`src/sv/gtld_pkg.sv`:
```
`default_nettype none

package gtld_pkg;

    // Fixed field widths and limits
    localparam int MAX_CHANNELS = 8;
    localparam int COUNT_BITS   = 23;
    localparam int CFG_IDX_W    = 3;
    localparam int CFG_DATA_W   = 23;
    localparam int ACC_W        = 120;
    localparam int PW           = 116;
    localparam int CNT_W        = 6;

    localparam logic [COUNT_BITS-1:0] COUNT_MAX = '1;

    // Configuration register indexes
    localparam logic [CFG_IDX_W-1:0] CFG_CHANNEL_COUNT = 3'd0;
    localparam logic [CFG_IDX_W-1:0] CFG_TONE_COEF     = 3'd1;
    localparam logic [CFG_IDX_W-1:0] CFG_SKIP          = 3'd2;
    localparam logic [CFG_IDX_W-1:0] CFG_MIN_TAIL      = 3'd3;
    localparam logic [CFG_IDX_W-1:0] CFG_CAPTURE_LIMIT = 3'd4;

    // Last MAC step and step counts of the end-of-capture phases
    localparam int MAC_LAST   = 20;
    localparam int DIV_STEPS  = 56;
    localparam int SQRT_STEPS = 28;
    localparam int RAT_STEPS  = 16;

    // Commands from the controller to the datapath
    typedef struct packed {
        logic       latch_frame;
        logic       latch_end;
        logic       recip_mul;
        logic       fix;
        logic       res_update;
        logic       mac_en;
        logic [4:0] mac_step;
        logic       div_start;
        logic       div_step;
        logic       sqrt_start;
        logic       sqrt_step;
        logic       rat_start;
        logic       rat_step;
        logic       out_load;
    } cmd_t;

    typedef struct packed {
        logic out_busy;
    } status_t;

    // floor(2^20 / d) for channel counts 1..8
    function automatic logic [20:0] recip(input logic [3:0] d);
        logic [20:0] r;
        unique case (d)
            4'd2:    r = 21'd524288;
            4'd3:    r = 21'd349525;
            4'd4:    r = 21'd262144;
            4'd5:    r = 21'd209715;
            4'd6:    r = 21'd174762;
            4'd7:    r = 21'd149796;
            4'd8:    r = 21'd131072;
            default: r = 21'd1048576;
        endcase
        return r;
    endfunction

endpackage

`default_nettype wire

```
`src/sv/gtld_ctrl.sv`:
```
`default_nettype none

module gtld_ctrl (
    input  wire logic                aclk,
    input  wire logic                aresetn,
    input  wire logic                s_valid,
    output logic                     s_ready,
    input  wire logic                s_capture_end,
    input  wire gtld_pkg::status_t   status,
    output gtld_pkg::cmd_t           cmd
);

    localparam int CW = gtld_pkg::CNT_W;

    typedef enum logic [8:0] {
        ST_IDLE = 9'b000000001,
        ST_DIV  = 9'b000000010,
        ST_FIX  = 9'b000000100,
        ST_RES  = 9'b000001000,
        ST_MAC  = 9'b000010000,
        ST_QDIV = 9'b000100000,
        ST_SQRT = 9'b001000000,
        ST_RAT  = 9'b010000000,
        ST_OUT  = 9'b100000000
    } state_t;

    state_t          state_reg;
    state_t          state_next;
    logic [CW-1:0]   cnt_reg;
    logic [CW-1:0]   cnt_next;

    assign s_ready = (state_reg == ST_IDLE);

    // Sequence frame and end-of-capture phases
    always_comb begin
        state_next = state_reg;
        cnt_next   = cnt_reg;
        cmd        = '0;
        unique case (state_reg)
            ST_IDLE: begin
                if (s_valid) begin
                    cnt_next = '0;
                    if (s_capture_end) begin
                        cmd.latch_end = 1'b1;
                        state_next    = ST_MAC;
                    end else begin
                        cmd.latch_frame = 1'b1;
                        state_next      = ST_DIV;
                    end
                end
            end
            ST_DIV: begin
                cmd.recip_mul = 1'b1;
                state_next    = ST_FIX;
            end
            ST_FIX: begin
                cmd.fix    = 1'b1;
                state_next = ST_RES;
            end
            ST_RES: begin
                cmd.res_update = 1'b1;
                state_next     = ST_IDLE;
            end
            ST_MAC: begin
                cmd.mac_en   = 1'b1;
                cmd.mac_step = cnt_reg[4:0];
                if (cnt_reg == CW'(gtld_pkg::MAC_LAST)) begin
                    cnt_next   = '0;
                    state_next = ST_QDIV;
                end else begin
                    cnt_next = cnt_reg + 1'b1;
                end
            end
            ST_QDIV: begin
                cmd.div_start = (cnt_reg == '0);
                cmd.div_step  = (cnt_reg != '0);
                if (cnt_reg == CW'(gtld_pkg::DIV_STEPS)) begin
                    cnt_next   = '0;
                    state_next = ST_SQRT;
                end else begin
                    cnt_next = cnt_reg + 1'b1;
                end
            end
            ST_SQRT: begin
                cmd.sqrt_start = (cnt_reg == '0);
                cmd.sqrt_step  = (cnt_reg != '0);
                if (cnt_reg == CW'(gtld_pkg::SQRT_STEPS)) begin
                    cnt_next   = '0;
                    state_next = ST_RAT;
                end else begin
                    cnt_next = cnt_reg + 1'b1;
                end
            end
            ST_RAT: begin
                cmd.rat_start = (cnt_reg == '0);
                cmd.rat_step  = (cnt_reg != '0);
                if (cnt_reg == CW'(gtld_pkg::RAT_STEPS)) begin
                    cnt_next   = '0;
                    state_next = ST_OUT;
                end else begin
                    cnt_next = cnt_reg + 1'b1;
                end
            end
            ST_OUT: begin
                if (!status.out_busy) begin
                    cmd.out_load = 1'b1;
                    state_next   = ST_IDLE;
                end
            end
            default: begin
                state_next = ST_IDLE;
            end
        endcase
    end

    always_ff @(posedge aclk) begin
        if (!aresetn) begin
            state_reg <= ST_IDLE;
            cnt_reg   <= '0;
        end else begin
            state_reg <= state_next;
            cnt_reg   <= cnt_next;
        end
    end

    a_div_bound: assert property (@(posedge aclk) disable iff (!aresetn)
        (state_reg == ST_QDIV) |-> (cnt_reg <= CW'(gtld_pkg::DIV_STEPS)))
        else $error("divider step count overran");

    a_out_release: assert property (@(posedge aclk) disable iff (!aresetn)
        (state_reg == ST_OUT && !status.out_busy) |=> (state_reg == ST_IDLE))
        else $error("result load did not return to idle");

    a_frame_path: assert property (@(posedge aclk) disable iff (!aresetn)
        (state_reg == ST_IDLE && s_valid && !s_capture_end) |=> (state_reg == ST_DIV))
        else $error("frame request did not enter the sample path");

endmodule

`default_nettype wire

```
`config.mk`:
```
export PLATFORM = sky130hd
export DESIGN_NAME = gtld_ctrl
export DESIGN_NICKNAME = d
export VERILOG_FILES = /design/src/sv/gtld_pkg.sv /design/src/sv/gtld_ctrl.sv
export SDC_FILE = /design/constraint.sdc
export NUM_CORES = 1
export LEC_CHECK = 0
export ABC_AREA = 1
export BUFFER_PORTS_ARGS = -buffer_cell sky130_fd_sc_hd__buf_2
export CORE_MARGIN = 8
export CORE_UTILIZATION = 40
export CTS_CLUSTER_SIZE = 24
export DETAILED_ROUTE_END_ITERATION = 6
export GPL_TIMING_DRIVEN = 0
export PLACE_DENSITY = 0.59
export SYNTH_ARGS = -nofsm -noshare
export SYNTH_HDL_FRONTEND = slang
export SYNTH_SLANG_ARGS = --single-unit
```
`constraint.sdc`:
```
create_clock -name aclk -period 2.8 [get_ports aclk]
set_input_delay 0.56 -clock aclk [delete_from_list [all_inputs] [get_ports aclk]]
set_output_delay 0.56 -clock aclk [all_outputs]
set_load 0.03 [all_outputs]
```
==> key figures <==
CTS
  • Postcts setup bufs: 0
  • Root buffer cell: clkbuf_4
  • Post_cts resized: 0
  • Clock Latency Late Sink: 0.29 ns
  • H-tree depth: 1
  • Cts hold-fix bufs: 0
  • TritonCTS Buffers: 3
  • Clock Sink Count: 15
  • Clock tree buffer depth: 2
  • CTS tree: built
  • Clock slew at reported path FFs: roughly 0.11 ns

Critical path
  • CP startpoint kind: flip-flop
  • Worst-case reg-to-reg path depth: 10
  • CP required: about 2.2 ns
  • Crit Path Max Fanout: 5
  • WP data arrival: about 1.7 ns
  • Worst reg2reg setup slack: around 0.91 ns
  • Critical Path Sink Type: primary output
  • Reg-to-reg endpoint: state_reg[5]
  • Critical path type: reg2out
  • Critical register-to-register path startpoint: cnt_reg[0]

Detailed routing
  • Post-DR wirelength/cell: 12.1 um
  • Routed wire length: 3250 um
  • # DRC: 0
  • 1st-iter DRT viols: 72
  • ANT nets after route: 0
  • Via density: 5.10
  • Vias: 1,372
  • Drt pass-1 iters: 4

STA
  • Final period util: 0.819
  • Final setup vio count: 0
  • Final Hold Fails: 0
  • Slew Viols, Final: 0
  • Maximum clock rate: 436 MHz
  • Skew final: between 0.008 and 0.009 ns
  • Worst slew margin: 0.660
  • Worst hold slack: around 0.53 ns
  • Unrepaired setup endpoints after global routing: false
  • Setup WS post-layout: 0.506 ns
  • Setup TNS: 0 ns
  • Final min period: 2.29 ns
  • Slew @ Worst Pin: between 0.5 and 0.6 ns

Yosys
  • Count leader, synth: nand2_1
  • Synth area leader: dfxtp_1
  • Synth top cells by count: 44 x nand2_1, 38 x nor2_1, 28 x inv_1
  • Post-synthesis sequential area ratio: 0.240
  • Syn nets: 216
  • Synth Instances: 209
  • Yosys warning count: 0
  • Post-synth EDFFs: 0
  • Top cells by area in the synthesized netlist: dfxtp_1 24%, nand2_1 13%, nor2_1 11%, nand3_1 10%, inv_1 8.4%
  • Ys flop type: dfxtp_1
  • Syn Area/Cell: 5.99 um2
  • Async SR Flop Fraction: 0
  • Netlist cell types: 23
  • Register bit count reported by yosys: 15
  • Synth top area share: 0.240
  • Mapped Area: 0.00125 mm2

Layout
  • Post-route cell area: 0.00144 mm2
  • Max reg flops: 9
  • Share of layout cells above drive strength 1: 0.216
  • # diodes: 0
  • Fin nets: between 200 and 250
  • Filler cells: between 300 and 400
  • Synthesis-to-finish area growth: 14.9%

GRT
  • GRT met2 Usage: 0.216
  • Grt met1 use: 0.160
  • GR Layer Usage met3: 0.0386
  • GRT Util Overall: 0.134
  • Grt ovf: 0
  • Gr busiest metal: met2
  • Antenna violations before repair: 0
  • Largest net degree at the start of global routing: 11
  • Global-route wire length before repair: 5630 um
  • Vias in the first global route: 1,271

Worst hold path
  • Hold path depth: 2
  • Min-delay src: cnt_reg[0]
  • Hold Path Class: reg2reg
  • Hold endpoint: cnt_reg[0]

Floorplanning
  • Io pins: 24
  • CORE AREA: ~0.0030 mm2
  • Row count: 20
  • DIE HEIGHT: 71.9 um
  • Die area: 0.00517 mm2
  • Initial core utilization: 0.417
  • Die boundary width: between 70 and 80 um

Placed design
  • I/O Buffers: 23
  • Gpl congestion: 0.836
  • Placed cell area: 0.00141 mm2
  • Pre-CTS setup slack: 0.841 ns
  • Post-DP HPWL: between 2000 and 3000 um

Outcome
  • Outcome: finished, final reports clean

Power
  • Leakage power: 0.722 nW
  • Maximum vdd drop: 0.510 mV
  • Pwr dens: ~760 mW/mm2

Job
  • Max_cap viols: 0
[final cells by class]
| class | instances | area [um2] | area share |
|---|---|---|---|
| well taps | 33 | 41.3 | 0.0287 |
| plain buffers | 1 | 7.51 | 0.00522 |
| clock inverters | 1 | 7.51 | 0.00522 |
| inverters | 33 | 124 | 0.0862 |
| multi-input cells | 160 | 820 | 0.570 |
| clock buffers | 3 | 22.5 | 0.0157 |
| repair buffers | 23 | 115 | 0.0801 |
| flip-flops and latches | 15 | 300 | 0.209 |
[through the flow]
stage | utilization | total power [mW] | std cells
4_1_cts | 0.479 | 1.11 | 269
3_5_place_dp | 0.469 | 0.968 | 265
5_1_grt | 0.479 | 1.21 | 269
3_3_place_gp | 0.469 | 0.969 | 265
2_1_floorplan | - | 0.818 | 209
6_report | 0.479 | 1.10 | 269
[per-layer routing]
layer,vias up,part of all wire
met1,599,0.47
met5,-,0
met3,7,0.063
met2,41,0.45
met4,0,0.020
li1,725,-
[critical path: stages (launching register included)]
cell     delay [ns]
dfxtp_1        0.34
nor2_2         0.18
nand3_2        0.15
nor2_1         0.29
inv_1          0.15
nor2_1         0.11
buf_2          0.20
[where the power goes]
part	total, mW	switching [mW]	internal, mW	leakage (nW)
sequential	0.284	0.0333	0.251	0.122
combinational	0.680	0.486	0.194	0.586
clock	0.135	0.0811	0.0544	0.0139
total	1.10	0.601	0.499	0.722
[worst max path at each step]
stage                 start  slack (ns)  cells after the start  endpoint
2_1_floorplan  state_reg[0]        0.54                      5   cmd[10]
3_3_place_gp   state_reg[6]        0.83                      6   cmd[16]
5_1_grt          cnt_reg[0]        0.35                      6    cmd[1]
4_1_cts          cnt_reg[0]        0.50                      6    cmd[5]
3_5_place_dp     cnt_reg[0]        0.84                      6    cmd[5]
6_report       state_reg[0]        0.51                      6    cmd[7]
[logic make-up after synthesis]
family,Yosys count,synth area share
compound gates,16,0.0640
xor+xnor,2,0.0140
fa+ha+maj,2,0.0200
buf+inv,34,0.105
flops,15,0.240
simple gates,140,0.557
[cell usage in the layout, fill, tap and decap left out, drive strengths merged]
cell type,synthesis,routed
nand2,50,50
nor2,45,45
inv,32,32
nand3,30,30
buf,1,24
dfxtp,15,15
a21oi,9,9
nor3,7,7
o21ai,7,7
nand4,7,7
clkbuf,0,3
xor2,2,2
ha,2,2
nor4,1,1
clkinv,1,1
clkinvlp,0,1
Power figures use the tool's default switching activity.
